[src/sv/assert_macros.svh]
// assertion macros shared by the attribute list parser modules
`ifndef ASSERT_MACROS_SVH
`define ASSERT_MACROS_SVH

// property must hold at every clock edge outside reset
`define ASSERT_ALWAYS(lbl, clk, rstn, expr) \
  lbl: assert property (@(posedge clk) disable iff (!(rstn)) (expr)) \
    else $error("assertion failed");

// consequent must hold in the cycle after the antecedent
`define ASSERT_NEXT(lbl, clk, rstn, ante, cons) \
  lbl: assert property (@(posedge clk) disable iff (!(rstn)) (ante) |=> (cons)) \
    else $error("assertion failed");

`endif

[src/sv/alp_pkg.sv]
// types and constants of the attribute list parser
package alp_pkg;

  typedef enum logic [2:0] {
    KIND_NAME_CHAR  = 3'd0,
    KIND_VALUE_CHAR = 3'd1,
    KIND_PAIR       = 3'd2,
    KIND_NO_EQ      = 3'd3,
    KIND_BAD_SEP    = 3'd4,
    KIND_LINE_END   = 3'd5
  } kind_e;

  localparam logic [7:0] CH_DASH   = 8'h2D;
  localparam logic [7:0] CH_EQ     = 8'h3D;
  localparam logic [7:0] CH_COMMA  = 8'h2C;
  localparam logic [7:0] CH_QUOTE  = 8'h22;
  localparam logic [7:0] CH_BSLASH = 8'h5C;
  localparam logic [7:0] CH_LOW_R  = 8'h72;
  localparam logic [7:0] CH_LOW_N  = 8'h6E;
  localparam logic [7:0] CH_CR     = 8'h0D;
  localparam logic [7:0] CH_LF     = 8'h0A;
  localparam logic [7:0] CH_UP_A   = 8'h41;
  localparam logic [7:0] CH_UP_Z   = 8'h5A;

  // results one byte can cause
  localparam int RUN_MAX = 3;
  localparam int RUN_CNT_W = $clog2(RUN_MAX + 1);
  localparam int RUN_IDX_W = $clog2(RUN_MAX);

  localparam int QUEUE_DEPTH = 4;
  localparam int QPTR_W = $clog2(QUEUE_DEPTH);
  localparam int QCNT_W = $clog2(QUEUE_DEPTH + 1);

  typedef struct packed {
    logic [7:0] byte_in;
    logic       line_last;
  } in_t;

  typedef struct packed {
    logic [2:0] kind;
    logic [7:0] char_out;
    logic       run_end;
  } out_t;

  // all results of one input byte
  typedef struct packed {
    logic [RUN_CNT_W-1:0]        cnt;
    logic [RUN_MAX-1:0][2:0]     kind;
    logic [RUN_MAX-1:0][7:0]     chr;
  } run_t;

  // queue handshake: push from the front end, pop from the back end
  typedef struct packed {
    logic push;
    logic pop;
  } q_ctrl_t;

endpackage

[src/sv/attribute_list_parser_core.sv]
// top level of the attribute list parser
//
//   channel   direction  handshake      payload
//   input     in         push / full    in_data_i  (byte_in, line_last)
//   result    out        pop / empty    out_data_o (kind, char_out, run_end)
//
// one byte is taken per cycle while the queue is not full; the phase machine decides its run in that cycle
// a byte gives zero to three results, played out one per cycle by the back end while pop is high
// a four-entry run queue sits between them; full follows the queue alone
// first result of a byte is visible once its run has passed the queue and been loaded into the back end run register
// reset clears the parse phase to awaiting a name, and empties queue and output
module attribute_list_parser_core (
  input  logic          clk_i,
  input  logic          rst_ni,
  input  logic          push,
  output logic          full,
  input  alp_pkg::in_t  in_data_i,
  input  logic          pop,
  output logic          empty,
  output alp_pkg::out_t out_data_o
);
  import alp_pkg::*;

  logic    accept;
  logic    run_push;
  run_t    run;
  run_t    q_data;
  logic    q_empty;
  logic    q_pop;
  q_ctrl_t q_ctrl;

  assign accept = push && !full;

  alp_front u_front (
    .clk_i      (clk_i),
    .rst_ni     (rst_ni),
    .accept_i   (accept),
    .in_data_i  (in_data_i),
    .run_push_o (run_push),
    .run_o      (run)
  );

  assign q_ctrl.push = run_push;
  assign q_ctrl.pop  = q_pop;

  alp_queue u_queue (
    .clk_i     (clk_i),
    .rst_ni    (rst_ni),
    .ctrl_i    (q_ctrl),
    .wr_data_i (run),
    .rd_data_o (q_data),
    .full_o    (full),
    .empty_o   (q_empty)
  );

  alp_back u_back (
    .clk_i      (clk_i),
    .rst_ni     (rst_ni),
    .q_data_i   (q_data),
    .q_empty_i  (q_empty),
    .q_pop_o    (q_pop),
    .pop        (pop),
    .empty      (empty),
    .out_data_o (out_data_o)
  );

endmodule

[src/sv/alp_front.sv]
// front end: per-byte phase machine that builds the result run of each byte
module alp_front (
  input  logic         clk_i,
  input  logic         rst_ni,
  input  logic         accept_i,
  input  alp_pkg::in_t in_data_i,
  output logic         run_push_o,
  output alp_pkg::run_t run_o
);
  import alp_pkg::*;

  localparam logic [2:0] PH_NAME_START  = 3'd0;
  localparam logic [2:0] PH_NAME        = 3'd1;
  localparam logic [2:0] PH_VAL_START   = 3'd2;
  localparam logic [2:0] PH_PLAIN       = 3'd3;
  localparam logic [2:0] PH_QUOTED      = 3'd4;
  localparam logic [2:0] PH_ESCAPE      = 3'd5;
  localparam logic [2:0] PH_AFTER_QUOTE = 3'd6;
  localparam logic [2:0] PH_SKIP        = 3'd7;

  logic [2:0] phase_q, phase_d;
  logic [7:0] c;
  logic       name_byte;
  logic [7:0] esc_c;
  run_t       run;

  function automatic run_t run_add(run_t r, kind_e k, logic [7:0] ch);
    r.kind[r.cnt[RUN_IDX_W-1:0]] = k;
    r.chr[r.cnt[RUN_IDX_W-1:0]]  = ch;
    r.cnt = r.cnt + RUN_CNT_W'(1);
    return r;
  endfunction

  assign c = in_data_i.byte_in;
  assign name_byte = ((c >= CH_UP_A) && (c <= CH_UP_Z)) || (c == CH_DASH);

  always_comb begin
    priority if (c == CH_LOW_R) begin
      esc_c = CH_CR;
    end else if (c == CH_LOW_N) begin
      esc_c = CH_LF;
    end else begin
      esc_c = c;
    end
  end

  always_comb begin
    run     = '0;
    phase_d = phase_q;
    unique case (phase_q)
      PH_NAME_START, PH_NAME: begin
        if (name_byte) begin
          run     = run_add(run, KIND_NAME_CHAR, c);
          phase_d = PH_NAME;
        end else if (c == CH_EQ) begin
          phase_d = PH_VAL_START;
        end else begin
          run     = run_add(run, KIND_NO_EQ, 8'h00);
          phase_d = PH_SKIP;
        end
      end
      PH_VAL_START: begin
        if (c == CH_QUOTE) begin
          phase_d = PH_QUOTED;
        end else if (c == CH_COMMA) begin
          run     = run_add(run, KIND_PAIR, 8'h00);
          phase_d = PH_NAME_START;
        end else begin
          run     = run_add(run, KIND_VALUE_CHAR, c);
          phase_d = PH_PLAIN;
        end
      end
      PH_PLAIN: begin
        if (c == CH_COMMA) begin
          run     = run_add(run, KIND_PAIR, 8'h00);
          phase_d = PH_NAME_START;
        end else begin
          run = run_add(run, KIND_VALUE_CHAR, c);
        end
      end
      PH_QUOTED: begin
        if (c == CH_QUOTE) begin
          run     = run_add(run, KIND_PAIR, 8'h00);
          phase_d = PH_AFTER_QUOTE;
        end else if (c == CH_BSLASH) begin
          phase_d = PH_ESCAPE;
        end else begin
          run = run_add(run, KIND_VALUE_CHAR, c);
        end
      end
      PH_ESCAPE: begin
        run     = run_add(run, KIND_VALUE_CHAR, esc_c);
        phase_d = PH_QUOTED;
      end
      PH_AFTER_QUOTE: begin
        if (c == CH_COMMA) begin
          phase_d = PH_NAME_START;
        end else begin
          run     = run_add(run, KIND_BAD_SEP, 8'h00);
          phase_d = PH_SKIP;
        end
      end
      PH_SKIP: begin
        phase_d = PH_SKIP;
      end
      default: begin
        phase_d = PH_SKIP;
      end
    endcase

    if (in_data_i.line_last) begin
      if (phase_d == PH_NAME) begin
        run = run_add(run, KIND_NO_EQ, 8'h00);
      end else if ((phase_d == PH_VAL_START) || (phase_d == PH_PLAIN) ||
                   (phase_d == PH_QUOTED) || (phase_d == PH_ESCAPE)) begin
        run = run_add(run, KIND_PAIR, 8'h00);
      end
      run     = run_add(run, KIND_LINE_END, 8'h00);
      phase_d = PH_NAME_START;
    end
  end

  always_ff @(posedge clk_i or negedge rst_ni) begin
    if (!rst_ni) begin
      phase_q <= PH_NAME_START;
    end else if (accept_i) begin
      phase_q <= phase_d;
    end
  end

  // bytes that cause no result never enter the queue
  assign run_push_o = accept_i && (run.cnt != '0);
  assign run_o      = run;

endmodule

[src/sv/alp_queue.sv]
// short run queue between front end and result sequencer
`include "assert_macros.svh"
module alp_queue (
  input  logic             clk_i,
  input  logic             rst_ni,
  input  alp_pkg::q_ctrl_t ctrl_i,
  input  alp_pkg::run_t    wr_data_i,
  output alp_pkg::run_t    rd_data_o,
  output logic             full_o,
  output logic             empty_o
);
  import alp_pkg::*;

  run_t              mem_q [QUEUE_DEPTH];
  logic [QPTR_W-1:0] wr_ptr_q, wr_ptr_d;
  logic [QPTR_W-1:0] rd_ptr_q, rd_ptr_d;
  logic [QCNT_W-1:0] cnt_q, cnt_d;
  logic              do_push, do_pop;

  assign full_o  = (cnt_q == QCNT_W'(QUEUE_DEPTH));
  assign empty_o = (cnt_q == '0);
  assign do_push = ctrl_i.push && !full_o;
  assign do_pop  = ctrl_i.pop && !empty_o;
  assign rd_data_o = mem_q[rd_ptr_q];

  always_comb begin
    wr_ptr_d = wr_ptr_q;
    rd_ptr_d = rd_ptr_q;
    cnt_d    = cnt_q;
    if (do_push) begin
      wr_ptr_d = (wr_ptr_q == QPTR_W'(QUEUE_DEPTH - 1)) ? '0 : wr_ptr_q + QPTR_W'(1);
    end
    if (do_pop) begin
      rd_ptr_d = (rd_ptr_q == QPTR_W'(QUEUE_DEPTH - 1)) ? '0 : rd_ptr_q + QPTR_W'(1);
    end
    if (do_push && !do_pop) begin
      cnt_d = cnt_q + QCNT_W'(1);
    end else if (do_pop && !do_push) begin
      cnt_d = cnt_q - QCNT_W'(1);
    end
  end

  always_ff @(posedge clk_i or negedge rst_ni) begin
    if (!rst_ni) begin
      wr_ptr_q <= '0;
      rd_ptr_q <= '0;
      cnt_q    <= '0;
    end else begin
      wr_ptr_q <= wr_ptr_d;
      rd_ptr_q <= rd_ptr_d;
      cnt_q    <= cnt_d;
    end
  end

  always_ff @(posedge clk_i) begin
    if (do_push) begin
      mem_q[wr_ptr_q] <= wr_data_i;
    end
  end

  `ASSERT_ALWAYS(a_cnt_bound, clk_i, rst_ni, cnt_q <= QCNT_W'(QUEUE_DEPTH))
  `ASSERT_ALWAYS(a_no_push_full, clk_i, rst_ni, !(ctrl_i.push && full_o))
  `ASSERT_NEXT(a_push_fills, clk_i, rst_ni, do_push && !do_pop, !empty_o)

endmodule

[src/sv/alp_back.sv]
// back end: plays out each queued run one result beat at a time
`include "assert_macros.svh"
module alp_back (
  input  logic          clk_i,
  input  logic          rst_ni,
  input  alp_pkg::run_t q_data_i,
  input  logic          q_empty_i,
  output logic          q_pop_o,
  input  logic          pop,
  output logic          empty,
  output alp_pkg::out_t out_data_o
);
  import alp_pkg::*;

  run_t                 run_q;
  logic                 run_valid_q;
  logic [RUN_IDX_W-1:0] idx_q;
  logic                 last_beat;
  logic                 take;

  assign last_beat = (RUN_CNT_W'(idx_q) == (run_q.cnt - RUN_CNT_W'(1)));
  // load a new run when idle or when the last beat of this one leaves
  assign take    = !run_valid_q || (pop && last_beat);
  assign q_pop_o = take && !q_empty_i;

  assign empty               = !run_valid_q;
  assign out_data_o.kind     = run_q.kind[idx_q];
  assign out_data_o.char_out = run_q.chr[idx_q];
  assign out_data_o.run_end  = last_beat;

  always_ff @(posedge clk_i or negedge rst_ni) begin
    if (!rst_ni) begin
      run_valid_q <= 1'b0;
      idx_q       <= '0;
    end else if (take) begin
      run_valid_q <= !q_empty_i;
      idx_q       <= '0;
    end else if (pop) begin
      idx_q <= idx_q + RUN_IDX_W'(1);
    end
  end

  always_ff @(posedge clk_i) begin
    if (q_pop_o) begin
      run_q <= q_data_i;
    end
  end

  `ASSERT_ALWAYS(a_run_nonempty, clk_i, rst_ni, !run_valid_q || (run_q.cnt != '0))
  `ASSERT_ALWAYS(a_idx_in_run, clk_i, rst_ni, !run_valid_q || (RUN_CNT_W'(idx_q) < run_q.cnt))

endmodule

[config.mk]
export PLATFORM = sky130hd
export DESIGN_NAME = attribute_list_parser_core
export DESIGN_NICKNAME = d
export VERILOG_FILES = /design/src/sv/alp_pkg.sv /design/src/sv/attribute_list_parser_core.sv /design/src/sv/alp_front.sv /design/src/sv/alp_queue.sv /design/src/sv/alp_back.sv
export VERILOG_INCLUDE_DIRS = /design/src /design/src/sv
export SDC_FILE = /design/constraint.sdc
export NUM_CORES = 1
export LEC_CHECK = 0
export BUFFER_PORTS_ARGS = -buffer_cell sky130_fd_sc_hd__buf_2
export CORE_ASPECT_RATIO = 0.7
export CORE_MARGIN = 2
export CORE_UTILIZATION = 46
export DETAILED_ROUTE_END_ITERATION = 7
export MAX_ROUTING_LAYER = met4
export PLACE_DENSITY = 0.66
export SLEW_MARGIN = 15
export SYNTH_ARGS = -nofsm -noshare
export SYNTH_HDL_FRONTEND = slang
export SYNTH_SLANG_ARGS = --single-unit
[constraint.sdc]
create_clock -name clk_i -period 4.2 [get_ports clk_i]
set_clock_uncertainty 0.2 [all_clocks]
set_input_delay 0.21 -clock clk_i [delete_from_list [all_inputs] [get_ports clk_i]]
set_output_delay 0.21 -clock clk_i [all_outputs]
set_load 0.02 [all_outputs]
---- Word level (Yosys, flattened, before mapping) ----
Memories as Yosys holds them, arrays and structs flattened. A register that Yosys moved wholly into a read port is not among the register bits.
Cells that the tools add are included.
storage, ports and cells
  memory bits (writable) .................. 140
  flip-flop bits (word level) ............. 13
  memories ................................ 1
memory list
  name           words  width  read ports  clocked after memory_dff  wr ports  RTL line         RTL
  u_queue.mem_q  4      35     1           1                         1         alp_queue.sv:14  run_t mem_q [QUEUE_DEPTH];
operators by class
  bitwise operators ....................... 13
  reductions and logical operators ........ 27
  multiplexer cells ....................... 44
  order comparisons ....................... 7
  $add $sub $neg .......................... 8
  equality and inequality tests ........... 23
operators with widths
  kind                                                                          count
  35-bit two-way mux                                                            7
  35-bit case mux with 6 select lines                                           1
  34-bit two-way mux                                                            3
  24-bit AND                                                                    2
  24-bit inverter                                                               2
  8-bit two-way mux                                                             5
  3-bit two-way mux                                                             13
  8-bit demux with 2-bit select                                                 2
  8-bit by 6-bit == test with 1-bit output, second input constant               4
  26-bit two-way mux                                                            1
  8-bit by 7-bit == test with 1-bit output, second input constant               3
  3-bit == test, second input constant                                          7
  3-bit case mux with 7 select lines                                            1
  8-bit binary-select mux with 2-bit select                                     1
  3-bit demux with 2-bit select                                                 2
  3-bit by 2-bit == test with 1-bit output, second input constant               4
  6-bit bitwise OR                                                              2
  1-bit logical AND                                                             11
  2-bit by 1-bit adder with 2-bit output, second input constant                 5
  2-bit two-way mux                                                             5
  2-bit by 3-bit less-than comparator with 1-bit output, second input constant  3
  8-bit by 7-bit >= comparator with 1-bit output, second input constant         1
  8-bit by 7-bit <= comparator with 1-bit output, second input constant         1
  3-bit AND                                                                     2
  18 further kinds                                                              34

---- Longest topological paths before layout ----
Gate-level depths: netlist (run 1).
  word-level depth ........................ 28
  gate-level depth with buffers ........... 13
  gate-level depth less buffers ........... 12

---- Cells and area by module ----
From an unflattened synthesis (run 1), not the netlist that was laid out.
second synthesis, totals
  cells, all modules ...................... 470
  area, all modules ....................... 8,131.5 µm²
by module, submodules not included
  module                      cells each  area an instance (µm²)  seq. area each (µm²)  instances
  alp_queue                   220         5,555.3                 4,379.2               1
  alp_back                    100         1,517.7                 1,126.1               1
  alp_front                   149         1,044.8                 75.1                  1
  attribute_list_parser_core  1           13.8                    0.0                   1

---- Least setup slack after synthesis (run 1) ----
Ideal clock, no wire load.
  kind .................................... flip-flop to flip-flop
  start ................................... reg u_back.idx_q[1]
  end ..................................... reg u_queue.cnt_q[1]
  setup time .............................. 0.125 ns
  setup slack ............................. 0.723 ns
  clock period less this slack ............ 3.477 ns
  cell stages (with the launch flop) ...... 11
  data required time ...................... 3.875 ns
  arrival time ............................ 3.152 ns
  cell sequence ........................... dfrtp_1 -> buf_2 -> xnor2_1 -> o21ai_0 -> nand2_1 -> a21oi_1 -> inv_1 -> ha_1 -> inv_1 -> fa_1 -> mux2_2
between the ends
  word-level cells in the longest chain between the ends .. 8
  elaborated cells on any way between the ends .. 10
  those cells by class .................... 1 x eq/ne; 1 x mux; 8 x reduce/logical
ends and longest elaborated chain
  what                      RTL line                          RTL
  start: declaration        alp_back.sv:17                    logic [RUN_IDX_W-1:0] idx_q;
  start signal: assignment  alp_back.sv:39                    idx_q <= idx_q + RUN_IDX_W'(1);
  2-bit == test             alp_back.sv:21                    assign last_beat = (RUN_CNT_W'(idx_q) == (run_q.cnt - RUN_CNT_W'(1)));
  via u_back.last_beat      alp_back.sv:18                    logic last_beat;
  1-bit logical AND         alp_back.sv:23                    assign take = !run_valid_q || (pop && last_beat);
  1-bit logical OR          alp_back.sv:23
  1-bit logical AND         alp_back.sv:24                    assign q_pop_o = take && !q_empty_i;
  via q_pop                 attribute_list_parser_core.sv:29  logic q_pop;
  1-bit logical AND         alp_queue.sv:23                   assign do_pop = ctrl_i.pop && !empty_o;
  1-bit logical NOT         alp_queue.sv:36                   if (do_push && !do_pop) begin
  1-bit logical AND         alp_queue.sv:36
  3-bit two-way mux         alp_queue.sv:36
  via u_queue.cnt_d[1]      alp_queue.sv:17                   logic [QCNT_W-1:0] cnt_q, cnt_d;
  end signal: assignment    alp_queue.sv:51                   cnt_q <= cnt_d;
  end: declaration          alp_queue.sv:17
The timed path passes the listed nets, and every way through them passes these cells.
A chain may end at the register's enable or synchronous reset.

==> results.cfg, run 1 <==
[critical_path]
end_kind = flop
critical_path_class = flop to flop
r2r_end = u_queue.mem_q[1][5]
cp.arrival_ns = 3.37
reg2reg_depth = 11
r2r_slack_ns = 0.73
crit_required_ns = 4.10
slowest_delay_ns = 0.56
path_buf_inv = 0
worstPathCellList = nand2b_1 > a31oi_1 > a41o_1 > nor2_1 > xor2_1 > ha_1 > nand2_1 > ha_1 > nand2_1 > o21ai_0 > nor3b_1
path_delay_family = simple AND/OR/NAND/NOR gates
slowest_stage = dfrtp_1
crit_path_start_kind = flop
critPathMaxFanout = 17
endpoint = u_queue.mem_q[1][5]
critical_path_depth = 11
cp-startpoint = u_front.phase_q[2]
timing.rr.start = u_front.phase_q[2]

[sta]
rsz0062_at_grt = false
hold_viol = 0
max_freq_mhz = 288.3
finalSetupViolations = 0
tns_ns = 0
period_share_pct = 82.59
period_minus_slack_ns = 3.469
tightest_slew_ns = 0.9131
max_slew_margin_pct = 38.35
finalMaxSlewViolations = 0

[final_layout]
antenna_cells = 0
fill_cells = 811
area_delta_synth_final_pct = 12.83
drive_above_1_share_pct = 24.29
final_area_um2 = 5249
nets = 369

[die]
core_area_um2 = 9759
io_pins = 27
rows = 30
start_util_pct = 47.67
die_h_um = 88.14
die_w_um = 124.2
die-area_um2 = 10950

[global_routing]
grt_use_total_pct = 18.38
antenna_found_initial = 0
grt_overflow = 0
grt_max_degree = 21
grt_pass1_vias = 2569
grt_pass1_wl_um = 14140

[clock_tree]
cts_buffer_depth = 2
cts_resized = 0
path_clk_slew_ns = 0.07
cts_tree = built
h-tree-depth = 3
root_buffer = clkbuf_16
numClockSinks = 98
clock_latency_ns = 0.34
cts_made_buffers = 9

[yosys]
synth_seq_cells = 98
synthFlopType = edfxtp_1
synth-seq-area-share_pct = 61.86
yosysTopAreaCell = edfxtp_1
yosysMostFrequentCell = edfxtp_1
async_flop_share_pct = 13.27
synthCells = 317
yosysTopAreaCellShare_pct = 54.87
syn_avg_cell_area_um2 = 14.67
synth_commonest_cells = 85 x edfxtp_1, 24 x nor2_1, 17 x and2_1, 17 x mux4_2, 16 x nand2_1
yosysWarnings = 0
synth_edf_count = 85
synth_area_leaders = edfxtp_1 55%, mux4_2 8.2%, dfrtp_1 7.0%
syn_nets = 341
syn-cell-area_um2 = 4652
synth.distinct_cells = 59

[placed_design]
place.gp.congestion = 0.9281
post-dp-hpwl_um = 6097
dpl-instance-area_um2 = 4910
port_buffers = 26

[power_and_ir_drop]
max-vdd-ir-drop_mv = 0.3005
p_leak_nw = 1.910
powerDensity_nw_per_um2 = 813.8
power.total_mw = 4.271

[drt]
drt_iter0_markers = 235
detail_route.wl_per_cell_um = 18.42
totalWireLength_um = 8807
antenna_left = 0
drc_errors = 0
via_per_inst = 5.613
vias = 2683
dr.pass1.iters = 5

[run_status]
run_status = finished clean

[flow_run]
max_cap_violations = 0

[hold_path]
hold_class = input port to flop
## final cells by class
type                            count  area [µm²]  share of cell area, %
Sequential cell                    98        2878                  54.83
Inverter                           10       37.54                 0.7151
Tap cell                          128       160.2                  3.051
Clock buffer                       11       242.7                  4.625
Multi-Input combinational cell    193        1659                  31.61
Clock inverter                      5       86.33                  1.645
Timing Repair Buffer               33       185.2                  3.528
## registers in the layout, summed over array words and instances, names as in the netlist
signal              count
u_back.run_q           17
u_front.phase_q         3
u_queue.wr_ptr_q        2
u_queue.cnt_q           3
u_back.idx_q            2
u_queue.rd_ptr_q        2
u_back.run_valid_q      1
u_queue.mem_q          68
## how the worst min path moves through the flow
| stage | start | end | slack (ns) | cells past startpoint |
|---|---|---|---|---|
| finish | pop | u_back.run_valid_q | 0.03 | 4 |
| global route | pop | u_back.idx_q[0] | 0.04 | 4 |
| CTS | pop | u_back.run_valid_q | 0.02 | 4 |
| detailed placement | rst_ni | u_back.idx_q[0] | -0.06 | 1 |
| global placement | rst_ni | u_back.idx_q[1] | -0.06 | 1 |
| floorplan | rst_ni | u_back.idx_q[0] | -0.29 | 0 |
## power by group
| group | internal (mW) | total (mW) | switching [mW] | leakage, nW |
|---|---|---|---|---|
| combinational | 0.670 | 1.61 | 0.937 | 0.809 |
| sequential | 1.59 | 1.78 | 0.195 | 0.940 |
| clock | 0.542 | 0.883 | 0.341 | 0.160 |
| total | 2.80 | 4.27 | 1.47 | 1.91 |
## tightest hold or removal path, cell delays in order
cell     delay (ns)
buf_2          0.11
nand2_1        0.09
nand2_1        0.08
nand2_1        0.05
## cells in the final DEF (no fill, tap or decap), types with 3 or more instances in the layout
master / Yosys / layout
mux2i_1: 4 / 4
o31ai_1: 3 / 3
o21ai_0: 10 / 10
mux4_2: 17 / 17
clkbuf_16: 0 / 9
nor3_1: 5 / 5
inv_1: 10 / 10
nor3b_1: 6 / 6
and2_1: 17 / 17
o32ai_1: 3 / 3
edfxtp_1: 85 / 85
xor2_1: 3 / 3
a21oi_1: 13 / 12
buf_4: 2 / 6
nand2_1: 16 / 16
mux2_2: 3 / 3
nor4b_2: 4 / 4
nand2b_1: 3 / 3
nor2_1: 24 / 24
buf_2: 5 / 26
o211ai_1: 3 / 3
nand3b_1: 3 / 3
dfrtp_1: 13 / 13
ha_1: 10 / 10
nand3_1: 3 / 3
## stage by stage
stage / utilization (%) / worst slack [ns] / hold slack [ns] / std cells
CTS: 53.78 / 0.7461 / 0.01873 / 478
floorplan: - / 0.7228 / -0.2856 / 317
global placement: 50.31 / 0.7492 / -0.06034 / 461
global route: 53.78 / 0.3343 / 0.04048 / 478
finish: 53.78 / 0.7314 / 0.02710 / 478
detailed placement: 50.31 / 0.7552 / -0.05546 / 461
## metal layers
layer	GRT usage, %	part of all wire, %
met3	4.622	5.1
met5	-	0
met1	26.99	50
met4	4.597	1.1
met2	25.58	43
## repair_timing
| action | CTS | global route |
|---|---|---|
| hold buffers | 1 | 0 |
| buffers inserted | 0 | 0 |
| endpoints found under the hold margin | 13 | 0 |
## cell families (layout without fill, tap and decap cells)
group / after synthesis / after routing / share of synthesized area, %
DFF: 98 / 98 / 61.86
and+or+nand+nor: 95 / 95 / 12.24
AOI/OAI and AO/OA: 56 / 56 / 8.822
muxes: 26 / 26 / 10.46
buffers and inverters: 26 / 59 / 2.555
adders and majority gates: 11 / 11 / 3.120
xor gates and xnor gates: 5 / 5 / 0.9415
No activity file was read; power rests on OpenSTA's default activity.
==> run 2: changes to the inputs <==
--- a/config.mk
+++ b/config.mk
@@ -6,13 +6,14 @@
 export SDC_FILE = /design/constraint.sdc
 export NUM_CORES = 1
 export LEC_CHECK = 0
+export ABC_AREA = 1
 export BUFFER_PORTS_ARGS = -buffer_cell sky130_fd_sc_hd__buf_2
 export CORE_ASPECT_RATIO = 0.7
 export CORE_MARGIN = 2
 export CORE_UTILIZATION = 46
 export DETAILED_ROUTE_END_ITERATION = 7
 export MAX_ROUTING_LAYER = met4
-export PLACE_DENSITY = 0.66
+export PLACE_DENSITY = 0.68
 export SLEW_MARGIN = 15
 export SYNTH_ARGS = -nofsm -noshare
 export SYNTH_HDL_FRONTEND = slang
==> constraint.sdc (replaced) <==
create_clock -name clk_i -period 2.8 [get_ports clk_i]
set_clock_uncertainty 0.2 [all_clocks]
set_input_delay 0.14 -clock clk_i [delete_from_list [all_inputs] [get_ports clk_i]]
set_output_delay 0.14 -clock clk_i [all_outputs]
set_load 0.02 [all_outputs]
==> run 2 against run 1 <==
Non-clock buffer count up 37. Die area down 0.23%. Count of clock-buffer cells in the layout up 3. Synthesized cell count up 42%. Flip-flop and latch count unchanged. Register-to-register slack worse by 0.62 ns. Power up 82%. Final area up 7.2%. Critical endpoint is now u_queue.mem_q[3][34].
==> results.cfg, run 2 <==
[run_status]
run_status = finished clean

[final_layout]
area_delta_synth_final_pct = 21.25
mostFrequentLayoutCells = 85 x edfxtp_1, 71 x nor2_1, 53 x o21ai_0
drive_above_1_share_pct = 24.67
final_common_cell = edfxtp_1
nets = 542
antenna_cells = 0
fill_cells = 833
largest_reg_flops = 68
largest-register = u_queue.mem_q
multi_input_area_um2 = 1609
reg_top3 = u_queue.mem_q (68), u_back.run_q (17)
final_area_um2 = 5627
seq_area_um2 = 2882

[clock_tree]
clock_latency_ns = 0.34
root_buffer = clkbuf_16
cts_made_buffers = 9
numClockSinks = 98
cts_buffer_depth = 2
path_clk_slew_ns = 0.07
h-tree-depth = 3
cts_tree = built

[sta]
tns_ns = 0
period_minus_slack_ns = 2.692
max_slew_margin_pct = 61.98
hold_ws_ns = 0.04600
finalSetupViolations = 0
period_share_pct = 96.13
hold_viol = 0
tightest_slew_ns = 0.5697
finalMaxSlewViolations = 0
setup_slack_ns = 0.1084
max_freq_mhz = 371.5

[power_and_ir_drop]
combPwrFrac_pct = 48.8
p_leak_nw = 2.336
net-switching-power_mw = 3.093
power_frac_seq_pct = 35.3
powerDensity_nw_per_um2 = 1380
pwr-share-clk_pct = 15.9
intPower_mw = 4.671
max-vdd-ir-drop_mv = 0.6525
netSwitchingFraction_pct = 39.84
power.total_mw = 7.764

[global_routing]
met3_usage_pct = 4.557
grtUsageMet2_pct = 29.16
grt_most_used_layer = met2
grt_use_total_pct = 19.85
grt_pass1_vias = 3080
antenna_found_initial = 0
grt_overflow = 0
grt_max_degree = 37
grt_pass1_wl_um = 15480
grtUsageMet1_pct = 27.70

[drt]
drc_errors = 0
via_per_inst = 5.189
totalWireLength_um = 9964
vias = 3378
antenna_left = 0
drt_iter0_markers = 355
detail_route.wl_per_cell_um = 15.31
dr.pass1.iters = 5

[placed_design]
dpl-instance-area_um2 = 5166
post-dp-hpwl_um = 6766
place.gp.congestion = 0.9317
port_buffers = 26
dpl_worst_slack_ns = -0.1552

[critical_path]
crit_required_ns = 2.68
endpoint = u_queue.mem_q[3][34]
timing.rr.start = u_front.phase_q[1]
reg2reg_depth = 16
cp.arrival_ns = 2.57
end_kind = flop
critical_path_class = flop to flop
critPathMaxFanout = 6
r2r_slack_ns = 0.11
cp-startpoint = u_front.phase_q[1]
r2r_end = u_queue.mem_q[3][34]
crit_path_start_kind = flop

[die]
die_h_um = 88.04
rows = 30
die-area_um2 = 10920
start_util_pct = 47.55
io_pins = 27
die_w_um = 124.1
core_area_um2 = 9759

[yosys]
synthCells = 451
syn-cell-area_um2 = 4641
synth_commonest_cells = 85 x edfxtp_1, 75 x nor2_1, 55 x o21ai_0
synth_edf_count = 85
synth-seq-area-share_pct = 62.01
yosysTopAreaCell = edfxtp_1
syn_nets = 475
yosysMostFrequentCell = edfxtp_1
synthFlopType = edfxtp_1
yosysTopAreaCellShare_pct = 55.00
async_flop_share_pct = 13.27
synth_area_leaders = edfxtp_1 55%, dfrtp_1 7.0%, nor2_1 6.1%
synth.distinct_cells = 37
syn_avg_cell_area_um2 = 10.29
synth_seq_cells = 98
yosysWarnings = 0

[flow_run]
max_cap_violations = 0

[hold_path]
hold_class = input port to async pin
## run 2: cell types whose count changed after synthesis, moves of 5 or more
cell / before / now
nor3b_1: 6 / 0
nand2_1: 16 / 54
nor2_1: 24 / 75
mux4_2: 17 / 0
and2_1: 17 / 1
inv_1: 10 / 48
buf_2: 5 / 0
o21ai_0: 10 / 55
o22ai_1: 2 / 20
nand2_2: 1 / 6
nand3_1: 3 / 23
inv_2: 0 / 5
## run 2: power groups by stage
stage	logic (mW)	registers, mW	clock network [mW]
2_1_floorplan	2.20	2.71	0
3_3_place_gp	3.27	2.72	0
3_5_place_dp	3.37	2.76	0
4_1_cts	3.44	2.73	1.25
5_1_grt	4.25	2.78	1.31
6_report	3.79	2.74	1.23
## run 2: repair_timing
action	CTS	global route
hold endpoints to repair	14	0
cloned	0	0
endpoints found under the setup margin	35	65
gates resized for setup	5	29
pin swaps	1	3
hold buffers	2	0
setup buffers	0	3
## run 2: cell families (layout without fill, tap and decap cells)
| logic type | Yosys count | after routing | synth area share (%) |
|---|---|---|---|
| compound gates | 96 | 96 | 11.70 |
| xor+xnor | 3 | 3 | 0.5663 |
| flops | 98 | 98 | 62.01 |
| fa+ha+maj | 11 | 11 | 3.128 |
| buf+inv | 68 | 140 | 5.662 |
| simple gates | 175 | 175 | 16.93 |
## run 2: worst max-delay path, stage by stage, from the launching register on
cell     delay (ns)
dfrtp_2        0.46
buf_4          0.16
nand2_2        0.09
nor2_4         0.04
inv_1          0.06
nor2_1         0.04
nor2_1         0.09
nand2_1        0.09
inv_1          0.09
nand2_1        0.07
and2_1         0.14
ha_1           0.21
nor2_4         0.12
buf_4          0.15
inv_1          0.04
ha_1           0.31
nor2_4         0.06
## run 2: how the worst min path moves through the flow
stage	start	endpoint	cells after the start
6_report	rst_ni	u_queue.cnt_q[2]	2
5_1_grt	in_data_i[7]	u_queue.mem_q[3][6]	3
4_1_cts	rst_ni	u_queue.cnt_q[2]	2
3_5_place_dp	rst_ni	u_queue.cnt_q[2]	1
3_3_place_gp	rst_ni	u_queue.cnt_q[2]	1
2_1_floorplan	rst_ni	u_back.idx_q[0]	0
## run 2: area by class of cell
class                      instances  share of cell area (%)
multi-input combinational        285                   28.60
inverter                          54                   3.736
sequential                        98                   51.21
clock inverter                     2                  0.6449
tap                              128                   2.846
clock buffer                      14                   4.692
timing repair buffer              70                   8.272
## run 2: per-layer routing
layer | part of all wire [%] | wire length [µm] | vias up
li1 | - | - | 1694
met1 | 50 | 4998 | 1580
met2 | 43 | 4320 | 91
met3 | 5.0 | 495 | 13
met4 | 1.5 | 150 | 0
met5 | 0 | 0 | -
## run 2: through the flow
| step | cells | util, % |
|---|---|---|
| final | 651 | 57.65 |
| after floorplan | 451 | - |
| after CTS | 648 | 56.41 |
| after global routing | 651 | 57.65 |
| after detailed placement | 630 | 52.94 |
| after global placement | 630 | 52.94 |
